`src/rtl/urbc_pkg.sv`:
```
// Package: widths, constants, bias tables and log fraction table for range bias correction.
`default_nettype none
package urbc_pkg;
  localparam int LOG_FRACTION_BITS_DEF = 8;
  localparam int BIAS_POINTS_DEF = 18;
  localparam int TS_W = 40;
  localparam int CIR_W = 16;
  localparam int CNT_W = 13;
  localparam int BIAS_W = 10;
  localparam int PWR_W = 17;
  localparam int TPM_W = 16;
  localparam int IDX_W = 2;

  localparam logic [IDX_W-1:0] REG_WIDE_BAND = 2'd0;
  localparam logic [IDX_W-1:0] REG_PRF_64 = 2'd1;
  localparam logic [IDX_W-1:0] REG_TICKS_PER_MM = 2'd2;
  localparam logic [TPM_W-1:0] TICKS_PER_MM_RESET = 16'd13969;

  localparam logic signed [PWR_W-1:0] POWER_MAX_Q8 = 17'sd12800;
  localparam logic signed [PWR_W-1:0] POWER_MIN_Q8 = -17'sd51200;
  localparam int KNEE_Q8 = 22528;
  localparam int BASE_Q8 = 15616;
  localparam int TENLOG2_Q16 = 197283;
  localparam int OFS_16 = 29624;
  localparam int OFS_64 = 31165;
  localparam int SLOPE_16 = 152922;
  localparam int SLOPE_64 = 76461;

  // Fraction table entry: repeated squaring, one result bit per step.
  function automatic int log_entry(input int idx, input int lfb);
    logic [63:0] x;
    int r;
    begin
      x = 64'((64'(1) << lfb) + 64'(idx)) << (31 - lfb);
      r = 0;
      for (int k = 0; k < lfb + 4; k++) begin
        x = (x * x) >> 31;
        r = r << 1;
        if (x >= (64'd1 << 32)) begin
          r = r | 1;
          x = x >> 1;
        end
      end
      return (r + 8) >> 4;
    end
  endfunction

  // Signed bias table value in mm; sel = {wide_band, prf_64}.
  function automatic logic signed [9:0] bias_rom(input logic [1:0] sel, input logic [4:0] i);
    logic signed [9:0] v;
    begin
      v = '0;
      unique case (sel)
        2'b00: begin
          unique case (i)
            5'd0: v = -10'sd198; 5'd1: v = -10'sd187; 5'd2: v = -10'sd179;
            5'd3: v = -10'sd163; 5'd4: v = -10'sd143; 5'd5: v = -10'sd127;
            5'd6: v = -10'sd109; 5'd7: v = -10'sd84; 5'd8: v = -10'sd59;
            5'd9: v = -10'sd31; 5'd10: v = 10'sd0; 5'd11: v = 10'sd36;
            5'd12: v = 10'sd65; 5'd13: v = 10'sd84; 5'd14: v = 10'sd97;
            5'd15: v = 10'sd106; 5'd16: v = 10'sd110; default: v = 10'sd112;
          endcase
        end
        2'b01: begin
          unique case (i)
            5'd0: v = -10'sd110; 5'd1: v = -10'sd105; 5'd2: v = -10'sd100;
            5'd3: v = -10'sd93; 5'd4: v = -10'sd82; 5'd5: v = -10'sd69;
            5'd6: v = -10'sd51; 5'd7: v = -10'sd27; 5'd8: v = 10'sd0;
            5'd9: v = 10'sd21; 5'd10: v = 10'sd35; 5'd11: v = 10'sd42;
            5'd12: v = 10'sd49; 5'd13: v = 10'sd62; 5'd14: v = 10'sd71;
            5'd15: v = 10'sd76; 5'd16: v = 10'sd81; default: v = 10'sd86;
          endcase
        end
        2'b10: begin
          unique case (i)
            5'd0: v = -10'sd274; 5'd1: v = -10'sd244; 5'd2: v = -10'sd210;
            5'd3: v = -10'sd176; 5'd4: v = -10'sd138; 5'd5: v = -10'sd94;
            5'd6: v = -10'sd50; 5'd7: v = 10'sd0; 5'd8: v = 10'sd42;
            5'd9: v = 10'sd96; 5'd10: v = 10'sd158; 5'd11: v = 10'sd210;
            5'd12: v = 10'sd254; 5'd13: v = 10'sd294; 5'd14: v = 10'sd320;
            5'd15: v = 10'sd338; 5'd16: v = 10'sd356; default: v = 10'sd394;
          endcase
        end
        default: begin
          unique case (i)
            5'd0: v = -10'sd294; 5'd1: v = -10'sd266; 5'd2: v = -10'sd234;
            5'd3: v = -10'sd198; 5'd4: v = -10'sd150; 5'd5: v = -10'sd100;
            5'd6: v = -10'sd58; 5'd7: v = 10'sd0; 5'd8: v = 10'sd48;
            5'd9: v = 10'sd90; 5'd10: v = 10'sd126; 5'd11: v = 10'sd152;
            5'd12: v = 10'sd174; 5'd13: v = 10'sd196; 5'd14: v = 10'sd232;
            5'd15: v = 10'sd244; 5'd16: v = 10'sd264; default: v = 10'sd284;
          endcase
        end
      endcase
      return v;
    end
  endfunction
endpackage
`default_nettype wire

```
`src/rtl/urbc_log2.sv`:
```
// Registered log2 unit: leading-one encoder plus fraction table lookup.
`default_nettype none
module urbc_log2 #(
  parameter int W = 16,
  parameter int LFB = urbc_pkg::LOG_FRACTION_BITS_DEF
) (
  input  wire logic              clk,
  input  wire logic [W-1:0]      v,
  output logic [$clog2(W)+LFB-1:0] lg
);
  localparam int EW = $clog2(W);
  localparam int TN = 1 << LFB;

  logic [LFB-1:0] rom [TN];
  logic [EW-1:0]  e;
  logic [W+LFB-1:0] vs;
  logic [LFB-1:0] idx;

  // Fraction table, built at elaboration.
  always_comb begin
    for (int i = 0; i < TN; i++) begin
      rom[i] = LFB'(urbc_pkg::log_entry(i, LFB));
    end
  end

  // MSB position and following mantissa bits.
  always_comb begin
    e = '0;
    for (int i = 1; i < W; i++) begin
      if (v[i]) e = EW'(i);
    end
    vs = {v, {LFB{1'b0}}} >> e;
    idx = vs[LFB-1:0];
  end

  always_ff @(posedge clk) begin
    lg <= {e, {LFB{1'b0}}} + {{EW{1'b0}}, rom[idx]};
  end
endmodule
`default_nettype wire

```
`src/rtl/urbc_power.sv`:
```
// Receive power pipeline: log difference, dB scaling, offset and knee correction.
`default_nettype none
module urbc_power #(
  parameter int LFB = urbc_pkg::LOG_FRACTION_BITS_DEF
) (
  input  wire logic clk,
  input  wire logic prf_64,
  input  wire logic [urbc_pkg::CIR_W-1:0] cir_growth,
  input  wire logic [urbc_pkg::CNT_W-1:0] preamble_count,
  output logic signed [urbc_pkg::PWR_W-1:0] power
);
  localparam int LCW = 4 + LFB;
  localparam int LNW = 4 + LFB;
  localparam int LGW = LFB + 8;
  localparam int TENLOG2_C = urbc_pkg::TENLOG2_Q16;

  logic [LCW-1:0] lc;
  logic [LNW-1:0] ln;
  logic zc1, zc2, zc3, zc4, zc5;
  logic signed [LGW-1:0] lg2;
  logic signed [LGW+19:0] prod3;
  logic signed [23:0] p4;
  logic signed [23:0] p_q;
  logic signed [41:0] kprod;
  logic signed [23:0] p5;
  logic signed [41:0] knee;

  urbc_log2 #(.W(urbc_pkg::CIR_W), .LFB(LFB)) u_lc (.clk(clk), .v(cir_growth), .lg(lc));
  urbc_log2 #(.W(urbc_pkg::CNT_W), .LFB(LFB)) u_ln (
    .clk(clk), .v(preamble_count), .lg(ln[LNW-1:0]));

  // Stage 2: log difference; stage 3: dB scale; stage 4: offset; stage 5: knee.
  always_ff @(posedge clk) begin
    zc1 <= (cir_growth == '0);
    zc2 <= zc1;
    lg2 <= LGW'(signed'({1'b0, lc})) + LGW'(17 << LFB) - LGW'(signed'({1'b0, ln, 1'b0}));
    zc3 <= zc2;
    prod3 <= (LGW+20)'(lg2) * (LGW+20)'(TENLOG2_C) + (LGW+20)'(1 << (LFB + 7));
    zc4 <= zc3;
    p4 <= 24'(prod3 >>> (LFB + 8)) - (prf_64 ? 24'(urbc_pkg::OFS_64) : 24'(urbc_pkg::OFS_16));
    zc5 <= zc4;
    p5 <= p4;
    kprod <= 42'(p4 + 24'(urbc_pkg::KNEE_Q8)) *
             (prf_64 ? 42'(urbc_pkg::SLOPE_64) : 42'(urbc_pkg::SLOPE_16)) + 42'(32768);
  end

  // Knee add and saturation.
  always_comb begin
    knee = kprod >>> 16;
    p_q = p5;
    if (p5 > -24'(urbc_pkg::KNEE_Q8)) p_q = p5 + 24'(knee);
    if (zc5 || p_q < 24'(urbc_pkg::POWER_MIN_Q8)) power = urbc_pkg::POWER_MIN_Q8;
    else if (p_q > 24'(urbc_pkg::POWER_MAX_Q8)) power = urbc_pkg::POWER_MAX_Q8;
    else power = p_q[urbc_pkg::PWR_W-1:0];
  end
endmodule
`default_nettype wire

```
`config.mk`:
```
export PLATFORM = sky130hd
export DESIGN_NAME = urbc_power
export DESIGN_NICKNAME = d
export VERILOG_FILES = /design/src/rtl/urbc_pkg.sv /design/src/rtl/urbc_log2.sv /design/src/rtl/urbc_power.sv
export SDC_FILE = /design/constraint.sdc
export NUM_CORES = 1
export LEC_CHECK = 0
export ABC_AREA = 1
export BUFFER_PORTS_ARGS = -buffer_cell sky130_fd_sc_hd__buf_2
export CORE_MARGIN = 8
export CORE_UTILIZATION = 30
export DETAILED_ROUTE_END_ITERATION = 8
export GPL_TIMING_DRIVEN = 1
export PLACE_DENSITY_LB_ADDON = 0.25
export SLEW_MARGIN = 20
export SYNTH_ARGS = -nofsm -noshare
export SYNTH_HDL_FRONTEND = slang
export SYNTH_SLANG_ARGS = --single-unit
```
`constraint.sdc`:
```
create_clock -name clk -period 24.5 [get_ports clk]
set_clock_uncertainty 0.1 [all_clocks]
set_input_delay 4.9 -clock clk [delete_from_list [all_inputs] [get_ports clk]]
set_output_delay 4.9 -clock clk [all_outputs]
set_load 0.02 [all_outputs]
```
==> results by group, run 1 <==
CTS
  • Post-CTS Setup Bufs: 0
  • CTS resizes: 0
  • CTS clock-pin slew for the worst setup and hold paths: roughly 60 ps
  • Worst-Skew Late Latency: 460 ps
  • Hold Buf Count CTS: 0
  • H-tree depth: 4
  • Clock buffers created by TritonCTS: 17
  • CTS tree: done
  • Clock tree root buffer cell: clkbuf_16
  • Clock Path Buffers: 2
  • Clock sinks: ~130

Setup path
  • CP max stage delay: about 530 ps
  • CP arrival: between 10000 and 15000 ps
  • Crit path buffers/inverters: 7
  • Data required, critical path: ~25000 ps
  • Setup crit end kind: flip-flop
  • Most used cell, CP: fa_1
  • Crit path kind: input pin to flip-flop
  • CP max stage cell: fa_1
  • Reg-to-reg slack, setup: between 15000 and 20000 ps
  • Crit path launch type: input pin
  • CP startpoint: prf_64
  • Reg2reg start: p4[11]
  • Top delay family on crit path: adder cells
  • Critical path peak fanout: 37

Synth
  • Post-synth EDFFs: 0
  • Top cell type's share of synthesized area: 0.260
  • Cells after Synth: ~3100
  • Ys Warns: 0
  • Register area share after synthesis: 0.105
  • Top-count cell post-synth: inv_1
  • Netlist Area Pre-Place: 0.0243 mm²
  • Syn Area/Cell: slightly below 8 µm²
  • #FFs+latches synth: 127
  • Synth area leader: fa_1
  • Top post-synthesis cells by area: fa_1, ha_1, dfxtp_1
  • Asr flop ratio synth: 0
  • Netlist cell types: 60
  • Most used DFF post-synth: dfxtp_1
  • Top cells by count, synth: inv_1, nand2_1, ha_1

Detailed routing
  • Final antenna-violating net count: 0
  • Initial DRT Pass Iterations: 8
  • Final wirelength: between 60 and 70 mm
  • DRC errors left: 0
  • Initial DRC count: slightly below 1000
  • Vias: approximately 19000
  • Drt wl/cell: 14.9 µm
  • Drt via density: 4.60

Cells and area
  • Layout fillers: slightly below 9000
  • Area growth from synthesis to layout: 7.55%
  • Share of layout cells above drive strength 1: 0.0563
  • N_diodes: 0
  • Layout Nets: 3878
  • Final Cell Area: ~0.026 mm²

Placement
  • Number of I/O port buffers: 47
  • Post-DP HPWL: ~54 mm
  • Final Wtd Congestion: 0.906
  • Area after DPL: approximately 0.026 mm²

Timing
  • Setup violators final: 0
  • Crit share post-route: 0.489
  • Min Tclk post-route: ~12000 ps
  • FMAX: about 0.083 GHz
  • Final Hold Fails: 0
  • Worst-margin pin slew: about 860 ps
  • Unrepaired setup endpoints after global routing: no
  • Relative slew slack: 0.427
  • Pins Over Slew Limit: 0
  • Post-Route Setup TNS: 0 ps

Global route
  • Initial antenna violation count: 0
  • Gr usage total: 0.141
  • Largest net degree at the start of global routing: 38
  • Gr ovfl total: 0
  • First-pass GRT wire length: 103 mm
  • Vias in the first global route: between 15000 and 20000

Flow run
  • Max-cap violation count: 0

Floorplanning
  • Die Span X: approximately 300 µm
  • Row count: around 100
  • Io pins: 48
  • Die height: 301 µm
  • Core Area: between 0.08 and 0.09 mm²
  • Die area: around 0.090 mm²
  • Starting Density: 0.302

Worst hold path
  • Hold crit path type: flip-flop to flip-flop
  • Hold Path Origin: u_lc.lg[0]

Outcome
  • Outcome: finished clean
==> cells in the final DEF, fill, tap and decap left out, drive strengths merged <==
master    count
a21o          8
or2          12
nand4        24
clkbuf       20
o21a          9
o22ai         2
inv         667
o211ai       16
or4           1
nor4          5
fa          316
o31ai         6
ha          383
a31oi        10
nand3       235
o2111ai       2
buf          53
a221oi        2
conb         36
o311ai        2
dfxtp       127
nand2       586
xnor2        29
nand3b        6
a21oi       147
bufinv        2
mux2i         3
a211oi        2
o221ai        6
nor2        196
o21ai       133
xor2         58
a21boi        8
o21bai       10
clkinvlp      2
a31o          1
nor3         23
clkinv       12
==> area by class of cell <==
cell class / count / area, µm² / area share
Sequential cell: 127 / 2540 / 0.0973
Timing Repair Buffer: 53 / 280 / 0.0107
Tap cell: 1060 / 1330 / 0.0508
Clock buffer: 20 / 437 / 0.0167
Inverter: 672 / 2520 / 0.0965
Multi-Input combinational cell: 2277 / 18900 / 0.723
Clock inverter: 11 / 118 / 0.00450
==> cell families (layout without fill, tap and decap cells) <==
logic type      after synthesis  count (layout)  share of synthesized area
simple gates               1088            1088                      0.195
compound gates              364             364                     0.0876
mux                           3               3                    0.00124
xor+xnor                     87              87                     0.0314
fa+ha+maj                   699             699                      0.458
other cells                   2              36                   0.000309
flops                       127             127                      0.105
buf+inv                     757             756                      0.123
==> state kept, by name, summed over array words and instances, names as in the netlist <==
| signal | cells |
|---|---|
| p4 | 20 |
| p5 | 20 |
| lg2 | 15 |
| prod3 | 19 |
| kprod | 24 |
| u_ln.lg | 12 |
| zc5 | 1 |
| zc2 | 1 |
| zc4 | 1 |
| u_lc.lg | 12 |
| zc3 | 1 |
| zc1 | 1 |
==> metrics by stage <==
stage,util,std cells,hold WS [ps],setup slack [ps]
global route,0.325,4220,234,11990
global placement,0.318,4189,215,12090
finish,0.325,4220,230,12510
detailed placement,0.318,4189,219,12040
floorplan,-,3161,210,13070
CTS,0.325,4220,234,12530
==> worst paths after layout <==
check	endpoint	depth (start not counted)
worst max-delay path	kprod[37]	30
worst min-delay path	lg2[0]	0
worst max register to register	kprod[38]	34
worst min register to register	lg2[0]	0
==> routing by layer <==
layer / global-route usage / share of wire / vias to the layer above
li1: - / - / 9825
met3: 0.0173 / 0.035 / 99
met2: 0.240 / 0.47 / 394
met5: 0 / 0 / -
met4: 0.0500 / 0.031 / 0
met1: 0.182 / 0.46 / 9073
Power of run 1 is left out: the tool's default activity adds up to more than one toggle a clock period on the data nets, which glitch-free logic cannot reach.
==> inputs of run 2 (changes only) <==
Clock period 24.5 ns to 9.96 ns, I/O delays scaled along.
==> run 2 against run 1 <==
  * Clock-buffer cell count is 2 lower
  * Critical path depth decreased by 1
  * Die area did not move
  * Worst hold slack better by 0.80 ps
  * Highest routed layer unchanged
==> results by group, run 2 (synthesis gave the netlist of run 1 again) <==
Floorplanning
  • Die Span X: between 300 and 400 µm
  • Row count: approximately 100
  • Io pins: 48
  • Starting Density: 0.302
  • Die height: between 300 and 400 µm
  • Die area: approximately 0.09 mm²
  • Core Area: between 0.08 and 0.09 mm²

Timing
  • Final Hold Fails: 0
  • Crit share post-route: 0.907
  • FMAX: between 0.1 and 0.15 GHz
  • Worst-margin pin slew: around 1000 ps
  • Pins Over Slew Limit: 0
  • Setup violators final: 0
  • Unrepaired setup endpoints after global routing: no
  • WHS: roughly 230 ps
  • Relative slew slack: 0.330
  • Min Tclk post-route: roughly 9000 ps
  • Post-Route Setup TNS: 0 ps

Global route
  • Initial antenna violation count: 0
  • Gr ovfl total: 0
  • Gr usage total: 0.140
  • Vias in the first global route: 19944
  • First-pass GRT wire length: roughly 100 mm
  • Largest net degree at the start of global routing: 36

CTS
  • CTS clock-pin slew for the worst setup and hold paths: ~60 ps
  • Clock tree root buffer cell: clkbuf_16
  • Clock Path Buffers: 2
  • Clock sinks: roughly 130
  • Hold Buf Count CTS: 0
  • H-tree depth: 4
  • Clock buffers created by TritonCTS: 17
  • Post-CTS Setup Bufs: 0
  • Worst-Skew Late Latency: roughly 470 ps
  • CTS tree: done
  • CTS resizes: 0

Cells and area
  • Commonest non-fill, non-tap cells in the layout: inv_1, nand2_1, ha_1
  • Layout fillers: 8631
  • Layout Nets: approximately 3900
  • Fin cells: approximately 4200
  • Final Core Density: 0.326
  • Biggest registers after layout: kprod (24), p4 (20), p5 (20)
  • Max FFs per register: 24
  • N_diodes: 0
  • Commonest non-fill, non-tap cell in the layout: inv_1
  • Share of layout cells above drive strength 1: 0.0579
  • Area growth from synthesis to layout: 7.95%
  • Top reg by flops: kprod

Flow run
  • Max-cap violation count: 0

Placement
  • Post-DP HPWL: about 54 mm
  • Placed insts: roughly 4200
  • Number of I/O port buffers: 47
  • Final Wtd Congestion: 0.893

Setup path
  • Crit path launch type: input pin
  • Data required, critical path: just over 10000 ps
  • Most used cell, CP: fa_1
  • Crit path kind: input pin to flip-flop
  • CP max stage delay: about 560 ps
  • Top delay family on crit path: adder cells
  • CP arrival: slightly above 9000 ps
  • CP max stage cell: nor2_1
  • Setup crit end kind: flip-flop
  • CP startpoint: prf_64
  • Reg2reg start: p4[11]
  • Critical path peak fanout: 20
  • Crit path buffers/inverters: 6

Detailed routing
  • Vias: 19186
  • Initial DRC count: 943
  • Final wirelength: between 60 and 70 mm
  • Drt via density: around 4.5
  • Initial DRT Pass Iterations: 5
  • DRC errors left: 0
  • Final antenna-violating net count: 0
  • Drt wl/cell: approximately 15 µm

Outcome
  • Outcome: finished clean

Worst hold path
  • Hold crit path type: flip-flop to flip-flop
  • Hold Path Origin: u_lc.lg[0]
-- run 2: cell types whose count changed in the layout (fill, tap and decap cells not counted), sizes merged --
cell	delta
inv	+3
clkbuf	-2
clkinv	-3
buf	+2
clkinvlp	+1
bufinv	+2
-- run 2: area by class of cell --
| class | count | area, µm² | share of cell area |
|---|---|---|---|
| Sequential cell | 127 | 2540 | 0.0969 |
| Clock inverter | 14 | 206 | 0.00787 |
| Multi-Input combinational cell | 2277 | 18900 | 0.721 |
| Clock buffer | 18 | 429 | 0.0164 |
| Tap cell | 1060 | 1330 | 0.0506 |
| Inverter | 672 | 2520 | 0.0962 |
| Timing Repair Buffer | 55 | 295 | 0.0113 |
-- run 2: per-layer routing --
metal,track usage,part of all wire,vias to the layer above
met3,0.0179,0.035,75
met2,0.241,0.47,350
met5,0,0,-
met1,0.183,0.47,8932
li1,-,-,9829
met4,0.0428,0.024,0
-- run 2: stage by stage --
stage          setup WS [ps]  cell area, µm²
4_1_cts                  952           26200
2_1_floorplan           1440           24400
6_report                 927           26200
3_3_place_gp             491           25600
5_1_grt                  413           26200
3_5_place_dp             455           25600
-- run 2: final timing paths --
check               to  slack, ps  cells after the start
max          kprod[37]        930                     29
min             lg2[0]        230                      0
max reg2reg  kprod[38]       1970                     34
min reg2reg     lg2[0]        230                      0
Power of run 2 is left out for the same reason.
